===== config.mk =====
export PLATFORM = sky130hd
export DESIGN_NAME = pid_position_controller
export DESIGN_NICKNAME = d
export VERILOG_FILES = /design/src/pidc_pkg.sv /design/src/pid_position_controller.sv
export SDC_FILE = /design/constraint.sdc
export NUM_CORES = 2
export LEC_CHECK = 0
export ABC_CLOCK_PERIOD_IN_PS = 8700
export BUFFER_PORTS_ARGS = -buffer_cell sky130_fd_sc_hd__clkbuf_2
export CAP_MARGIN = 25
export CORE_MARGIN = 10
export CORE_UTILIZATION = 50
export CTS_CLUSTER_SIZE = 24
export DETAILED_ROUTE_END_ITERATION = 8
export GPL_TIMING_DRIVEN = 1
export PLACE_DENSITY = 0.7
export SLEW_MARGIN = 5
export SYNTH_ARGS = -nofsm -noshare
export SYNTH_HDL_FRONTEND = slang
export SYNTH_SLANG_ARGS = --single-unit

===== constraint.sdc =====
create_clock -name clk -period 8.7 [get_ports clk]
set_input_delay 2.175 -clock clk [delete_from_list [all_inputs] [get_ports clk]]
set_output_delay 2.175 -clock clk [all_outputs]
set_load 0.005 [all_outputs]

===== src/pidc_pkg.sv =====
// pidc_pkg: shared constants, register indexes, op codes and state types
// of the pid position controller; used by pid_position_controller.sv
// no dependencies
`default_nettype none

package pidc_pkg;

	// default fixed-point format and accumulator width
	localparam int FRAC_BITS_DEF = 24;
	localparam int ACC_WIDTH_DEF = 48;

	// fixed field widths
	localparam int DATA_W     = 32;
	localparam int GAIN_W     = 48;
	localparam int BIAS_W     = 26;
	localparam int SCALE_W    = 31;
	localparam int ERR_W      = 27;
	localparam int OP_W       = 2;
	localparam int CFG_W      = 48;
	localparam int CFG_IDX_W  = 3;
	localparam int S_TDATA_W  = 64;
	localparam int M_TDATA_W  = 64;

	// register values after reset
	localparam logic signed [DATA_W-1:0] IN_MIN_RST        = -32'sd13421773;
	localparam logic        [SCALE_W-1:0] IN_RECIP_RST     = 31'd10485760;
	localparam logic signed [GAIN_W-1:0] PROP_GAIN_RST     = '0;
	localparam logic signed [GAIN_W-1:0] INTEG_GAIN_RST    = '0;
	localparam logic signed [GAIN_W-1:0] DERIV_GAIN_RST    = '0;
	localparam logic signed [BIAS_W-1:0] BIAS_RST          = '0;
	localparam logic        [SCALE_W-1:0] OUT_SCALE_RST    = 31'd8389;
	localparam logic signed [DATA_W-1:0] OUT_OFFSET_RST    = '0;

	// drive saturation limits
	localparam logic signed [DATA_W-1:0] I32_MAX = 32'sh7FFF_FFFF;
	localparam logic signed [DATA_W-1:0] I32_MIN = 32'sh8000_0000;

	// request op codes
	typedef enum logic [OP_W-1:0] {
		OP_CENTERED = 2'd0,
		OP_SPAN     = 2'd1,
		OP_CLEAR    = 2'd2,
		OP_NOP      = 2'd3
	} op_t;

	// configuration register indexes
	typedef enum logic [CFG_IDX_W-1:0] {
		REG_IN_MIN      = 3'd0,
		REG_IN_RECIP    = 3'd1,
		REG_PROP_GAIN   = 3'd2,
		REG_INTEG_GAIN  = 3'd3,
		REG_DERIV_GAIN  = 3'd4,
		REG_BIAS        = 3'd5,
		REG_OUT_SCALE   = 3'd6,
		REG_OUT_OFFSET  = 3'd7
	} reg_t;

	// sequencer states
	typedef enum logic [3:0] {
		ST_IDLE,
		ST_LOAD,
		ST_MUL,
		ST_POST,
		ST_SAT,
		ST_STEP,
		ST_INNER,
		ST_NORM,
		ST_DONE
	} st_t;

	// which product the serial multiplier is working on
	typedef enum logic [2:0] {
		PH_SCALE_SP,
		PH_SCALE_PV,
		PH_DERIV,
		PH_INTEG,
		PH_PROP,
		PH_DRIVE
	} ph_t;

endpackage

`default_nettype wire


===== src/pid_position_controller.sv =====
// pid_position_controller: sampled PID controller with anti-windup, built
// around one shift-add multiplier that takes one multiplier bit per cycle
// depends on pidc_pkg
//
// channel   dir   handshake            payload
// s_        in    s_tvalid/s_tready    s_tdata {process_value, set_point}, s_tuser op
// m_        out   m_tvalid/m_tready    m_tdata {error_value, pegged_low, pegged_high, drive}
// cfg_      in    cfg_we               cfg_index, cfg_data
//
// a compute request runs six products through the serial multiplier
// (MW = max(ACC_WIDTH, 48)), each through the states LOAD, MUL, POST, SAT
// and STEP, and its result is loaded into the output register in DONE
// a clear request and an unused op code are taken in idle and give no result
// the next request is taken once the result sits in the output register,
// and a stalled output only holds the sequencer in its final state
// arst_n clears the controller state and loads the register defaults
`default_nettype none

module pid_position_controller #(
	parameter int FRAC_BITS = pidc_pkg::FRAC_BITS_DEF,
	parameter int ACC_WIDTH = pidc_pkg::ACC_WIDTH_DEF
) (
	input  logic                             clk,
	input  logic                             arst_n,
	input  logic                             s_tvalid,
	output logic                             s_tready,
	// [31:0] set_point, [63:32] process_value
	input  logic [pidc_pkg::S_TDATA_W-1:0]   s_tdata,
	// [1:0] op
	input  logic [pidc_pkg::OP_W-1:0]        s_tuser,
	output logic                             m_tvalid,
	input  logic                             m_tready,
	// [31:0] drive, [32] pegged_high, [33] pegged_low, [60:34] error_value, [63:61] zero
	output logic [pidc_pkg::M_TDATA_W-1:0]   m_tdata,
	input  logic                             cfg_we,
	input  logic [pidc_pkg::CFG_IDX_W-1:0]   cfg_index,
	input  logic [pidc_pkg::CFG_W-1:0]       cfg_data
);

	localparam int NW  = FRAC_BITS + 3;
	localparam int SCW = FRAC_BITS + 2;
	localparam int LNW = (pidc_pkg::BIAS_W > SCW) ? pidc_pkg::BIAS_W : SCW;
	localparam int MW  = (ACC_WIDTH > pidc_pkg::GAIN_W) ? ACC_WIDTH : pidc_pkg::GAIN_W;
	localparam int PW  = 2 * MW;
	localparam int QW  = PW + 1 - FRAC_BITS;
	localparam int SW  = ((ACC_WIDTH > NW) ? ACC_WIDTH : NW) + 2;
	localparam int CW  = $clog2(MW);
	localparam int DW  = pidc_pkg::DATA_W + 1;

	localparam logic signed [ACC_WIDTH-1:0] ACC_MAX = {1'b0, {(ACC_WIDTH-1){1'b1}}};
	localparam logic signed [ACC_WIDTH-1:0] ACC_MIN = {1'b1, {(ACC_WIDTH-1){1'b0}}};
	localparam logic signed [ACC_WIDTH-1:0] ACC_ONE =
		{{(ACC_WIDTH-1){1'b0}}, 1'b1} << FRAC_BITS;
	localparam logic signed [SW-1:0] SW_ACC_MAX = SW'(ACC_MAX);
	localparam logic signed [SW-1:0] SW_ACC_MIN = SW'(ACC_MIN);
	localparam logic signed [SW-1:0] SW_ONE     = SW'(ACC_ONE);
	localparam logic signed [SW-1:0] SW_I32_MAX = SW'(pidc_pkg::I32_MAX);
	localparam logic signed [SW-1:0] SW_I32_MIN = SW'(pidc_pkg::I32_MIN);

	function automatic logic signed [SW-1:0] clamp_sw(
		input logic signed [SW-1:0] v,
		input logic signed [SW-1:0] lo,
		input logic signed [SW-1:0] hi
	);
		logic signed [SW-1:0] r;
		if (v > hi)
			r = hi;
		else if (v < lo)
			r = lo;
		else
			r = v;
		return r;
	endfunction

	// configuration registers
	logic signed [pidc_pkg::DATA_W-1:0]  in_min_q;
	logic        [pidc_pkg::SCALE_W-1:0] in_recip_q;
	logic signed [pidc_pkg::GAIN_W-1:0]  prop_gain_q;
	logic signed [pidc_pkg::GAIN_W-1:0]  integ_gain_q;
	logic signed [pidc_pkg::GAIN_W-1:0]  deriv_gain_q;
	logic signed [pidc_pkg::BIAS_W-1:0]  bias_q;
	logic        [pidc_pkg::SCALE_W-1:0] out_scale_q;
	logic signed [pidc_pkg::DATA_W-1:0]  out_offset_q;

	// controller state
	logic signed [ACC_WIDTH-1:0]         integ_q;
	logic signed [LNW-1:0]               last_norm_q;
	logic signed [pidc_pkg::DATA_W-1:0]  last_meas_q;

	// sequencer
	pidc_pkg::st_t state_q, state_d;
	pidc_pkg::ph_t phase_q;
	logic [CW-1:0] cnt_q;
	logic          m_tvalid_q;
	logic          in_acc;
	logic          in_compute;
	logic          load_out;
	pidc_pkg::op_t in_op;
	logic signed [pidc_pkg::DATA_W-1:0] in_sp;
	logic signed [pidc_pkg::DATA_W-1:0] in_pv;

	// per-request operands
	logic                               centered_q;
	logic signed [pidc_pkg::DATA_W-1:0] pv_q;
	logic signed [DW-1:0]               dsp_q;
	logic signed [DW-1:0]               dpv_q;
	logic signed [DW-1:0]               dmeas_q;

	// serial multiplier
	logic signed [MW-1:0] opa, opb;
	logic        [MW-1:0] amag, bmag;
	logic        [MW-1:0] mul_a_q;
	logic        [MW-1:0] mul_hi_q;
	logic        [MW-1:0] mul_lo_q;
	logic                 mul_neg_q;
	logic        [MW:0]   mul_sum;
	logic        [PW-1:0] prod;
	logic signed [PW:0]   prod_q;

	// product saturation
	logic signed [ACC_WIDTH-1:0] sat_lo, sat_hi;
	logic signed [QW-1:0]        q_val, q_lo, q_hi, q_sat;
	logic signed [ACC_WIDTH-1:0] mres_q;

	// intermediate results
	logic signed [SCW-1:0]       ssp_q;
	logic signed [NW-1:0]        err_q;
	logic signed [ACC_WIDTH-1:0] m2_q;
	logic signed [ACC_WIDTH-1:0] inner_q;
	logic signed [ACC_WIDTH-1:0] nraw_q;
	logic                        peg_hi_q, peg_lo_q;
	logic signed [pidc_pkg::DATA_W-1:0] drv_q;
	logic signed [SW-1:0]        lo_sw;
	logic                        hold;
	logic signed [SW-1:0]        off_sw;

	// output register
	logic signed [pidc_pkg::DATA_W-1:0] out_drive_q;
	logic                               out_hi_q, out_lo_q;
	logic        [pidc_pkg::ERR_W-1:0]  out_err_q;
	logic signed [63:0]                 err_ext;

	// request decode
	assign in_op      = pidc_pkg::op_t'(s_tuser);
	assign in_sp      = s_tdata[pidc_pkg::DATA_W-1:0];
	assign in_pv      = s_tdata[2*pidc_pkg::DATA_W-1:pidc_pkg::DATA_W];
	assign in_acc     = s_tvalid && s_tready;
	assign in_compute = (in_op == pidc_pkg::OP_CENTERED) || (in_op == pidc_pkg::OP_SPAN);

	// next state
	always_comb begin
		state_d = state_q;
		unique case (state_q)
			pidc_pkg::ST_IDLE: begin
				if (s_tvalid && in_compute)
					state_d = pidc_pkg::ST_LOAD;
			end
			pidc_pkg::ST_LOAD:  state_d = pidc_pkg::ST_MUL;
			pidc_pkg::ST_MUL: begin
				if (cnt_q == CW'(MW-1))
					state_d = pidc_pkg::ST_POST;
			end
			pidc_pkg::ST_POST:  state_d = pidc_pkg::ST_SAT;
			pidc_pkg::ST_SAT:   state_d = pidc_pkg::ST_STEP;
			pidc_pkg::ST_STEP: begin
				unique case (phase_q)
					pidc_pkg::PH_INTEG: state_d = pidc_pkg::ST_INNER;
					pidc_pkg::PH_PROP:  state_d = pidc_pkg::ST_NORM;
					pidc_pkg::PH_DRIVE: state_d = pidc_pkg::ST_DONE;
					default:            state_d = pidc_pkg::ST_LOAD;
				endcase
			end
			pidc_pkg::ST_INNER: state_d = pidc_pkg::ST_LOAD;
			pidc_pkg::ST_NORM:  state_d = pidc_pkg::ST_LOAD;
			pidc_pkg::ST_DONE: begin
				if (!m_tvalid_q || m_tready)
					state_d = pidc_pkg::ST_IDLE;
			end
			default: state_d = pidc_pkg::ST_IDLE;
		endcase
	end

	// handshake outputs
	always_comb begin
		s_tready = (state_q == pidc_pkg::ST_IDLE);
		load_out = (state_q == pidc_pkg::ST_DONE) && (!m_tvalid_q || m_tready);
	end

	// lower clamp limit and output offset of the current mode, and anti-windup hold
	always_comb begin
		lo_sw  = centered_q ? -SW_ONE : '0;
		off_sw = centered_q ? '0 : SW'(out_offset_q);
		hold   = ((SW'(last_norm_q) >= SW_ONE) && (err_q > 0)) ||
		         ((SW'(last_norm_q) <= lo_sw) && (err_q < 0));
	end

	// multiplier operand select and magnitudes
	always_comb begin
		unique case (phase_q)
			pidc_pkg::PH_SCALE_SP: begin
				opa = MW'(dsp_q);
				opb = MW'($signed({1'b0, in_recip_q}));
			end
			pidc_pkg::PH_SCALE_PV: begin
				opa = MW'(dpv_q);
				opb = MW'($signed({1'b0, in_recip_q}));
			end
			pidc_pkg::PH_DERIV: begin
				opa = MW'(deriv_gain_q);
				opb = MW'(dmeas_q);
			end
			pidc_pkg::PH_INTEG: begin
				opa = MW'(integ_gain_q);
				opb = MW'(integ_q);
			end
			pidc_pkg::PH_PROP: begin
				opa = MW'(prop_gain_q);
				opb = MW'(inner_q);
			end
			pidc_pkg::PH_DRIVE: begin
				opa = MW'(last_norm_q);
				opb = MW'($signed({1'b0, out_scale_q}));
			end
			default: begin
				opa = '0;
				opb = '0;
			end
		endcase
		amag = opa[MW-1] ? MW'(-opa) : opa;
		bmag = opb[MW-1] ? MW'(-opb) : opb;
	end

	// one shift-add step
	assign mul_sum = {1'b0, mul_hi_q} + (mul_lo_q[0] ? {1'b0, mul_a_q} : '0);
	assign prod    = {mul_hi_q, mul_lo_q};

	// floor shift and saturation of the signed product
	always_comb begin
		if (phase_q == pidc_pkg::PH_SCALE_SP || phase_q == pidc_pkg::PH_SCALE_PV) begin
			sat_lo = centered_q ? -ACC_ONE : '0;
			sat_hi = ACC_ONE;
		end else begin
			sat_lo = ACC_MIN;
			sat_hi = ACC_MAX;
		end
		q_val = prod_q[PW:FRAC_BITS];
		q_lo  = QW'(sat_lo);
		q_hi  = QW'(sat_hi);
		if (q_val > q_hi)
			q_sat = q_hi;
		else if (q_val < q_lo)
			q_sat = q_lo;
		else
			q_sat = q_val;
	end

	// control state, configuration and controller state
	always_ff @(posedge clk or negedge arst_n) begin
		if (!arst_n) begin
			state_q      <= pidc_pkg::ST_IDLE;
			phase_q      <= pidc_pkg::PH_SCALE_SP;
			cnt_q        <= '0;
			m_tvalid_q   <= 1'b0;
			in_min_q     <= pidc_pkg::IN_MIN_RST;
			in_recip_q   <= pidc_pkg::IN_RECIP_RST;
			prop_gain_q  <= pidc_pkg::PROP_GAIN_RST;
			integ_gain_q <= pidc_pkg::INTEG_GAIN_RST;
			deriv_gain_q <= pidc_pkg::DERIV_GAIN_RST;
			bias_q       <= pidc_pkg::BIAS_RST;
			out_scale_q  <= pidc_pkg::OUT_SCALE_RST;
			out_offset_q <= pidc_pkg::OUT_OFFSET_RST;
			integ_q      <= '0;
			last_norm_q  <= '0;
			last_meas_q  <= '0;
		end else begin
			state_q <= state_d;

			// register writes
			if (cfg_we) begin
				unique case (pidc_pkg::reg_t'(cfg_index))
					pidc_pkg::REG_IN_MIN:     in_min_q     <= cfg_data[pidc_pkg::DATA_W-1:0];
					pidc_pkg::REG_IN_RECIP:   in_recip_q   <= cfg_data[pidc_pkg::SCALE_W-1:0];
					pidc_pkg::REG_PROP_GAIN:  prop_gain_q  <= cfg_data[pidc_pkg::GAIN_W-1:0];
					pidc_pkg::REG_INTEG_GAIN: integ_gain_q <= cfg_data[pidc_pkg::GAIN_W-1:0];
					pidc_pkg::REG_DERIV_GAIN: deriv_gain_q <= cfg_data[pidc_pkg::GAIN_W-1:0];
					pidc_pkg::REG_BIAS:       bias_q       <= cfg_data[pidc_pkg::BIAS_W-1:0];
					pidc_pkg::REG_OUT_SCALE:  out_scale_q  <= cfg_data[pidc_pkg::SCALE_W-1:0];
					pidc_pkg::REG_OUT_OFFSET: out_offset_q <= cfg_data[pidc_pkg::DATA_W-1:0];
				endcase
			end

			// sequencer bookkeeping and state updates
			unique case (state_q)
				pidc_pkg::ST_IDLE: begin
					if (in_acc && in_op == pidc_pkg::OP_CLEAR) begin
						integ_q     <= '0;
						last_norm_q <= LNW'(bias_q);
						last_meas_q <= in_pv;
					end
					if (in_acc && in_compute)
						phase_q <= pidc_pkg::PH_SCALE_SP;
				end
				pidc_pkg::ST_LOAD: cnt_q <= '0;
				pidc_pkg::ST_MUL:  cnt_q <= cnt_q + 1'b1;
				pidc_pkg::ST_STEP: begin
					unique case (phase_q)
						pidc_pkg::PH_SCALE_SP: phase_q <= pidc_pkg::PH_SCALE_PV;
						pidc_pkg::PH_SCALE_PV: phase_q <= pidc_pkg::PH_DERIV;
						pidc_pkg::PH_DERIV: begin
							if (!hold)
								integ_q <= ACC_WIDTH'(clamp_sw(SW'(integ_q) + SW'(err_q),
									SW_ACC_MIN, SW_ACC_MAX));
							phase_q <= pidc_pkg::PH_INTEG;
						end
						pidc_pkg::PH_INTEG:    phase_q <= pidc_pkg::PH_PROP;
						pidc_pkg::PH_PROP:     phase_q <= pidc_pkg::PH_DRIVE;
						default: ;
					endcase
				end
				pidc_pkg::ST_NORM: begin
					last_norm_q <= LNW'(clamp_sw(SW'(nraw_q), lo_sw, SW_ONE));
					last_meas_q <= pv_q;
				end
				default: ;
			endcase

			// output valid
			if (load_out)
				m_tvalid_q <= 1'b1;
			else if (m_tready)
				m_tvalid_q <= 1'b0;
		end
	end

	// datapath registers
	always_ff @(posedge clk) begin
		// operand capture with the differences taken up front
		if (in_acc && in_compute) begin
			centered_q <= (in_op == pidc_pkg::OP_CENTERED);
			pv_q       <= in_pv;
			dsp_q      <= DW'(in_sp) - DW'(in_min_q);
			dpv_q      <= DW'(in_pv) - DW'(in_min_q);
			dmeas_q    <= DW'(in_pv) - DW'(last_meas_q);
		end

		// serial multiplier: one multiplier bit per cycle
		if (state_q == pidc_pkg::ST_LOAD) begin
			mul_a_q   <= amag;
			mul_lo_q  <= bmag;
			mul_hi_q  <= '0;
			mul_neg_q <= opa[MW-1] ^ opb[MW-1];
		end
		if (state_q == pidc_pkg::ST_MUL) begin
			mul_hi_q <= mul_sum[MW:1];
			mul_lo_q <= {mul_sum[0], mul_lo_q[MW-1:1]};
		end

		// apply sign, then floor shift and saturate
		if (state_q == pidc_pkg::ST_POST)
			prod_q <= mul_neg_q ? -$signed({1'b0, prod}) : $signed({1'b0, prod});
		if (state_q == pidc_pkg::ST_SAT)
			mres_q <= ACC_WIDTH'(q_sat);

		// per-product follow-up
		if (state_q == pidc_pkg::ST_STEP) begin
			unique case (phase_q)
				pidc_pkg::PH_SCALE_SP: ssp_q <= mres_q[SCW-1:0];
				pidc_pkg::PH_SCALE_PV:
					err_q <= NW'(ssp_q) - NW'($signed(mres_q[SCW-1:0]));
				pidc_pkg::PH_DERIV:    m2_q <= mres_q;
				pidc_pkg::PH_INTEG:
					inner_q <= ACC_WIDTH'(clamp_sw(SW'(err_q) + SW'(mres_q),
						SW_ACC_MIN, SW_ACC_MAX));
				pidc_pkg::PH_PROP: begin
					if (centered_q)
						nraw_q <= ACC_WIDTH'(clamp_sw(SW'(mres_q) + SW'(bias_q),
							SW_ACC_MIN, SW_ACC_MAX));
					else
						nraw_q <= mres_q;
				end
				pidc_pkg::PH_DRIVE:
					drv_q <= pidc_pkg::DATA_W'(clamp_sw(SW'(mres_q) + off_sw,
						SW_I32_MIN, SW_I32_MAX));
				default: ;
			endcase
		end

		// derivative term subtracted from the inner sum
		if (state_q == pidc_pkg::ST_INNER)
			inner_q <= ACC_WIDTH'(clamp_sw(SW'(inner_q) - SW'(m2_q),
				SW_ACC_MIN, SW_ACC_MAX));

		// limit flags from the unclamped normalised output
		if (state_q == pidc_pkg::ST_NORM) begin
			peg_hi_q <= (SW'(nraw_q) >= SW_ONE);
			peg_lo_q <= (SW'(nraw_q) <= lo_sw);
		end

		// output register
		if (load_out) begin
			out_drive_q <= drv_q;
			out_hi_q    <= peg_hi_q;
			out_lo_q    <= peg_lo_q;
			out_err_q   <= err_ext[pidc_pkg::ERR_W-1:0];
		end
	end

	assign err_ext  = 64'(err_q);
	assign m_tvalid = m_tvalid_q;
	assign m_tdata  = {
		(pidc_pkg::M_TDATA_W - pidc_pkg::ERR_W - 2 - pidc_pkg::DATA_W)'(0),
		out_err_q, out_lo_q, out_hi_q, out_drive_q
	};

endmodule

`default_nettype wire


After elaboration in Yosys (flattened, before gate mapping)
Cells that the tools add are included.
{ "op_classes": {"add_sub_neg": 14, "order_cmp": 20, "eq_ne": 31, "n_mux": 51, "bitwise_logic": 1, "reduce_logical": 42} }
{ "ops": {"columns": ["operator", "count"], "rows": [
  ["48-bit 2-to-1 mux", 25],
  ["48-bit one-hot mux with 6 select lines", 1],
  ["48-bit one-hot mux with 5 select lines", 1],
  ["49-bit by 48-bit > comparator with 1-bit output, second input constant", 4],
  ["49-bit by 48-bit less-than comparator with 1-bit output, second input constant", 4],
  ["50-bit 2-to-1 mux", 2],
  ["32-bit by 32-bit subtractor with 33-bit output", 3],
  ["96-bit negator with 97-bit output", 1],
  ["96-bit 2-to-1 mux", 1],
  ["48-bit negator", 2],
  ["48-bit one-hot mux with 2 select lines", 1],
  ["47-bit 2-to-1 mux", 2],
  ["26-bit 2-to-1 mux", 3],
  ["73-bit by 48-bit > comparator with 1-bit output", 1],
  ["73-bit by 48-bit less-than comparator with 1-bit output", 1],
  ["32-bit 2-to-1 mux", 2],
  ["32-bit one-hot mux with 2 select lines", 1],
  ["26-bit one-hot mux with 2 select lines", 1],
  ["48-bit by 50-bit adder with 50-bit output", 1],
  ["50-bit by 32-bit > comparator with 1-bit output, second input constant", 1],
  ["26-bit by 50-bit <= comparator with 1-bit output", 1],
  ["48-bit by 50-bit <= comparator with 1-bit output", 1],
  ["48-bit by 50-bit less-than comparator with 1-bit output", 1],
  ["50-bit by 32-bit less-than comparator with 1-bit output, second input constant", 1],
  ["other kinds (45)", 97]
]} }
{ "word_totals": {"reg_bits": 1130, "inputBits": 122, "output_inout_bits": 66, "wordCells": 199} }

Longest topological paths before layout
{ "logic_depth": {"depth_word": 7, "ltp_mapped": 20} }

Worst setup path after synthesis
OpenSTA, ideal clock, no wires.
{ "synth_path": {"path_kind": "input to register", "start": "input m_tready", "end": "register out_drive_q[0] in the netlist's numbering, enable pin", "setup_ps": 652, "arrival_time_ps": 8595, "required_ps": 8048, "path_slack_ps": -547, "stages": 2, "n_path_buf": 0, "path_cell_list": "nand2b_1 -> nor4b_1"} }
{ "synth_between": {"elab_chain_len": 2} }
{ "synth_rtl": {"columns": ["item", "line_no", "rtl"], "rows": [
  ["from (decl)", "pid_position_controller.sv:32", "input logic m_tready,"],
  ["1-bit logical OR", "pid_position_controller.sv:186", "load_out = (state_q == pidc_pkg::ST_DONE) && (!m_tvalid_q || m_tready);"],
  ["1-bit logical AND", "pid_position_controller.sv:186", null],
  ["via load_out", "pid_position_controller.sv:97", "logic load_out;"],
  ["to (signal assigned)", "pid_position_controller.sv:401", "out_drive_q <= drv_q;"],
  ["to (decl)", "pid_position_controller.sv:138", "logic signed [pidc_pkg::DATA_W-1:0] out_drive_q;"]
]} }
The timed path passes the listed nets, and every way through them passes these cells.
A chain may end at the register's enable or synchronous reset.

Worst setup path in the final report
{ "layout_path": {"start": "register mres_q[0]", "end": "register nraw_q[18], data pin"} }
{ "layout_between": {"elab_chain_len": 5} }
{ "layout_rtl": {"columns": ["item", "line_no", "rtl"], "rows": [
  ["from (decl)", "pid_position_controller.sv:123", "logic signed [ACC_WIDTH-1:0] mres_q;"],
  ["from (signal assigned)", "pid_position_controller.sv:362", "mres_q <= ACC_WIDTH'(q_sat);"],
  ["48-bit by 26-bit adder with 49-bit output (*)", "pid_position_controller.sv:376", "nraw_q <= ACC_WIDTH'(clamp_sw(SW'(mres_q) + SW'(bias_q),"],
  ["49-bit by 48-bit less-than comparator with 1-bit output", "pid_position_controller.sv:68", "else if (v < lo)"],
  ["48-bit 2-to-1 mux", "pid_position_controller.sv:68", null],
  ["48-bit 2-to-1 mux (*)", "pid_position_controller.sv:66", "if (v > hi)"],
  ["48-bit 2-to-1 mux (*)", "pid_position_controller.sv:375", "if (centered_q)"],
  ["to (signal assigned)", "pid_position_controller.sv:376", null],
  ["to (signal assigned)", "pid_position_controller.sv:379", "nraw_q <= mres_q;"],
  ["to (decl)", "pid_position_controller.sv:130", "logic signed [ACC_WIDTH-1:0] nraw_q;"]
]} }
Mark *: on every way between the ends. The rest lies on a longest branch, timed or not.

==> impl_metrics.csv <==
group,metric,value,unit
worst_setup_path,cp_max_fo,38,
timing,post-route-period-util,67.0,%
logic_synthesis,synth_cells,6998,
placement,dpl_cell_area,73800,µm²
timing,finClkSkew,0.0836,ns
worst_setup_path,crit_top_cell,"a21oi_1",
placement,dp_slack,2.60,ns
global_routing,globalRouteOverflowTotal,0,
floorplan,die_x,396,µm
timing,grt_setup_unrepaired,"no",
clock_network,htree_num_levels,3,
timing,period_needed,5.83,ns
clock_network,clk_pin_slew,0.06,ns
logic_synthesis,ys_types,91,
worst_setup_path,cp_top_family,"compound AO/OA/AOI/OAI gates",
floorplan,initial_core_util,50.5,%
global_routing,antenna_found_initial,14,
route,vias,56600,
timing,final_max_slew_viol_count,0,
cells_and_area,final_common_cell,"edfxtp_1",
cells_and_area,multi_input_comb_area,37500,µm²
clock_network,cts_sinks,1106,
logic_synthesis,synth_largest_area_cell,"edfxtp_1",
clock_network,ctsResizeCount,0,
cells_and_area,fill_cells,12200,
timing,setup_slack,2.87,ns
route,first_pass_iters,6,
global_routing,use_met1,37.3,%
placement,numPortBuffers,184,
hold_path,hp-class,"reg2reg",
logic_synthesis,syn_area,70700,µm²
worst_setup_path,cp_slowest_stage_delay,0.83,ns
pwr,leakagePower,32.5,nW
worst_setup_path,critPathSlowestCell,"o32ai_1",
worst_setup_path,end_kind,"register",
worst_setup_path,arrival,6.43,ns
logic_synthesis,synth_ff_type,"edfxtp_1",
clock_network,cts-buffers-inserted,118,
global_routing,grt_max_degree,161,
timing,relSlewSlack,20.9,%
worst_setup_path,crit_type,"reg2reg",
global_routing,grt_usage,27.5,%
cells_and_area,final_cell_mix,"edfxtp_1, a21oi_1, nand2_1, ha_1, o21ai_0",
clock_network,cts_hold_buf,0,
cells_and_area,drive_above_1_share,12.3,%
worst_setup_path,start_kind,"register",
floorplan,dieArea,157000,µm²
floorplan,core,140000,µm²
global_routing,grt_pass1_wl,336,mm
route,avgViaCountPerCell,6.23,
timing,hold_viol_final,0,
placement,hpwl,169,mm
timing,max_freq,0.171,GHz
logic_synthesis,synth-edff-count,690,
logic_synthesis,netlist.area_leader.share,29.3,%
clock_network,ctsRootBufferMaster,"clkbuf_16",
floorplan,rows,137,
cells_and_area,finalNetCount,7770,
floorplan,pin_count,188,
route,first_iter_violations,5565,
clock_network,clock_latency,0.80,ns
cells_and_area,fin_util,55.6,%
run_status,outcome,"completed",
clock_network,cts_tree,"done",
clock_network,post_cts_buffers,0,
global_routing,grt_pass1_vias,54400,
timing,worst_slew_pin_slew,1.19,ns
logic_synthesis,synth_seq_cells,1106,
global_routing,globalRoute.busiestLayer,"met2",
cells_and_area,fin_area,77800,µm²
global_routing,use_met2,41.4,%
route,drc,0,
floorplan,die_y,396,µm
logic_synthesis,yosys-top-cells-area,"edfxtp_1, dfrtp_1, ha_1",
clock_network,cts_buffer_depth,3,
route,postRouteAntennaNets,0,
global_routing,use_met3,6.27,%
placement,gp_congestion,0.977,
route,wl_per_cell,24.5,µm
worst_setup_path,worstPathCellList,"ha_1 > fa_1 > a211o_1 > a21oi_1 > o32ai_1 > o2bb2ai_1 > a21oi_1 > o31ai_1 > buf_4 > a31o_2 > nor2b_1 > o221a_2 > and2_1 > nor2_1 > a221oi_1",
worst_setup_path,worst-path-buf-inv,1,
route,wirelength,223,mm
pwr,power_density,345,nW/µm²
logic_synthesis,ys_seq_area_share,44.1,%
run,cap_viol_max_count,0,
placement,placed_cells,8858,
worst_setup_path,cp.required,9.30,ns
cells_and_area,fin_cells,9090,
pwr,ir_worst_vdd,232,µV
logic_synthesis,synthArstFlopShare,37.6,%
cells_and_area,seqCellArea,31200,µm²
cells_and_area,area_delta_synth_final,10.1,%
logic_synthesis,avgSynthCellArea,10.1,µm²
logic_synthesis,ys_warn_count,0,
timing,finalSetupViolCount,0,
timing,finalSetupTns,0,ns
## metrics by stage
step,hold WS (ns),total power (W)
CTS,0.416,0.0267
floorplan,0.400,0.0177
detailed placement,0.406,0.0215
finish,0.412,0.0269
global route,0.421,0.0285
global placement,0.403,0.0211
## area by class of cell
class | instances | share of cell area [%]
sequential | 1106 | 40.1
tap | 1876 | 3.02
timing repair buffer | 280 | 2.21
clock buffer | 157 | 4.19
inverter | 287 | 1.39
multi-input combinational | 5312 | 48.2
clock inverter | 66 | 0.907
antenna | 6 | 0.0193
## synthesized netlist by cell type (46+ instances only)
library cell  count
edfxtp_1        690
a21oi_1         626
nand2_1         590
ha_1            533
o21ai_0         453
nor2_1          445
dfrtp_1         389
xnor2_1         341
a21o_1          316
inv_1           285
mux2_2          285
clkbuf_1        235
xor2_1          167
nor2b_1         105
a31oi_1          96
nand3_1          93
nor3_1           88
a221oi_1         81
and2_1           79
nand2b_1         75
nand4_1          75
a22oi_1          62
o21a_1           56
o21bai_1         52
buf_1            51
a211oi_1         50
nor4_1           48
o31ai_1          46
## routing by layer
layer / up-vias / share of wire [%]
li1: 26200 / -
met5: - / 0.026
met2: 2355 / 43
met3: 503 / 9.2
met4: 8 / 5.6
met1: 27600 / 42
## worst paths after layout
path / cells past startpoint / end / slack (ns) / startpoint
worst max-delay path: 15 / nraw_q[18] / 2.87 / mres_q[0]
worst min-delay path: 0 / out_drive_q[31] / 0.41 / drv_q[31]
worst max register to register: 15 / nraw_q[18] / 2.87 / mres_q[0]
worst min register to register: 0 / out_drive_q[31] / 0.41 / drv_q[31]
max in group asynchronous: 2 / integ_q[34] / 5.82 / arst_n
min in group asynchronous: 1 / deriv_gain_q[45] / 1.39 / arst_n
## flip-flops by register name, indices dropped and copies added (netlist names), 33 cells and up
register	count
deriv_gain_q	48
dmeas_q	33
dpv_q	33
dsp_q	33
inner_q	48
integ_gain_q	48
integ_q	48
m2_q	48
mres_q	48
mul_a_q	48
mul_hi_q	48
mul_lo_q	48
nraw_q	48
prod_q	73
prop_gain_q	48
## kinds of logic after synthesis
kind of cell,synth area share (%)
xor+xnor,6.30
other cells,0.00531
simple gates,12.3
flops,44.1
mux,5.23
buf+inv,3.14
fa+ha+maj,9.75
compound gates,19.2
## power breakdown
part           switching [W]  total [W]  internal, W
logic                0.00768     0.0127      0.00501
registers            0.00135    0.00901      0.00766
clock network        0.00226    0.00518      0.00292
No activity file was read; power rests on OpenSTA's default activity.
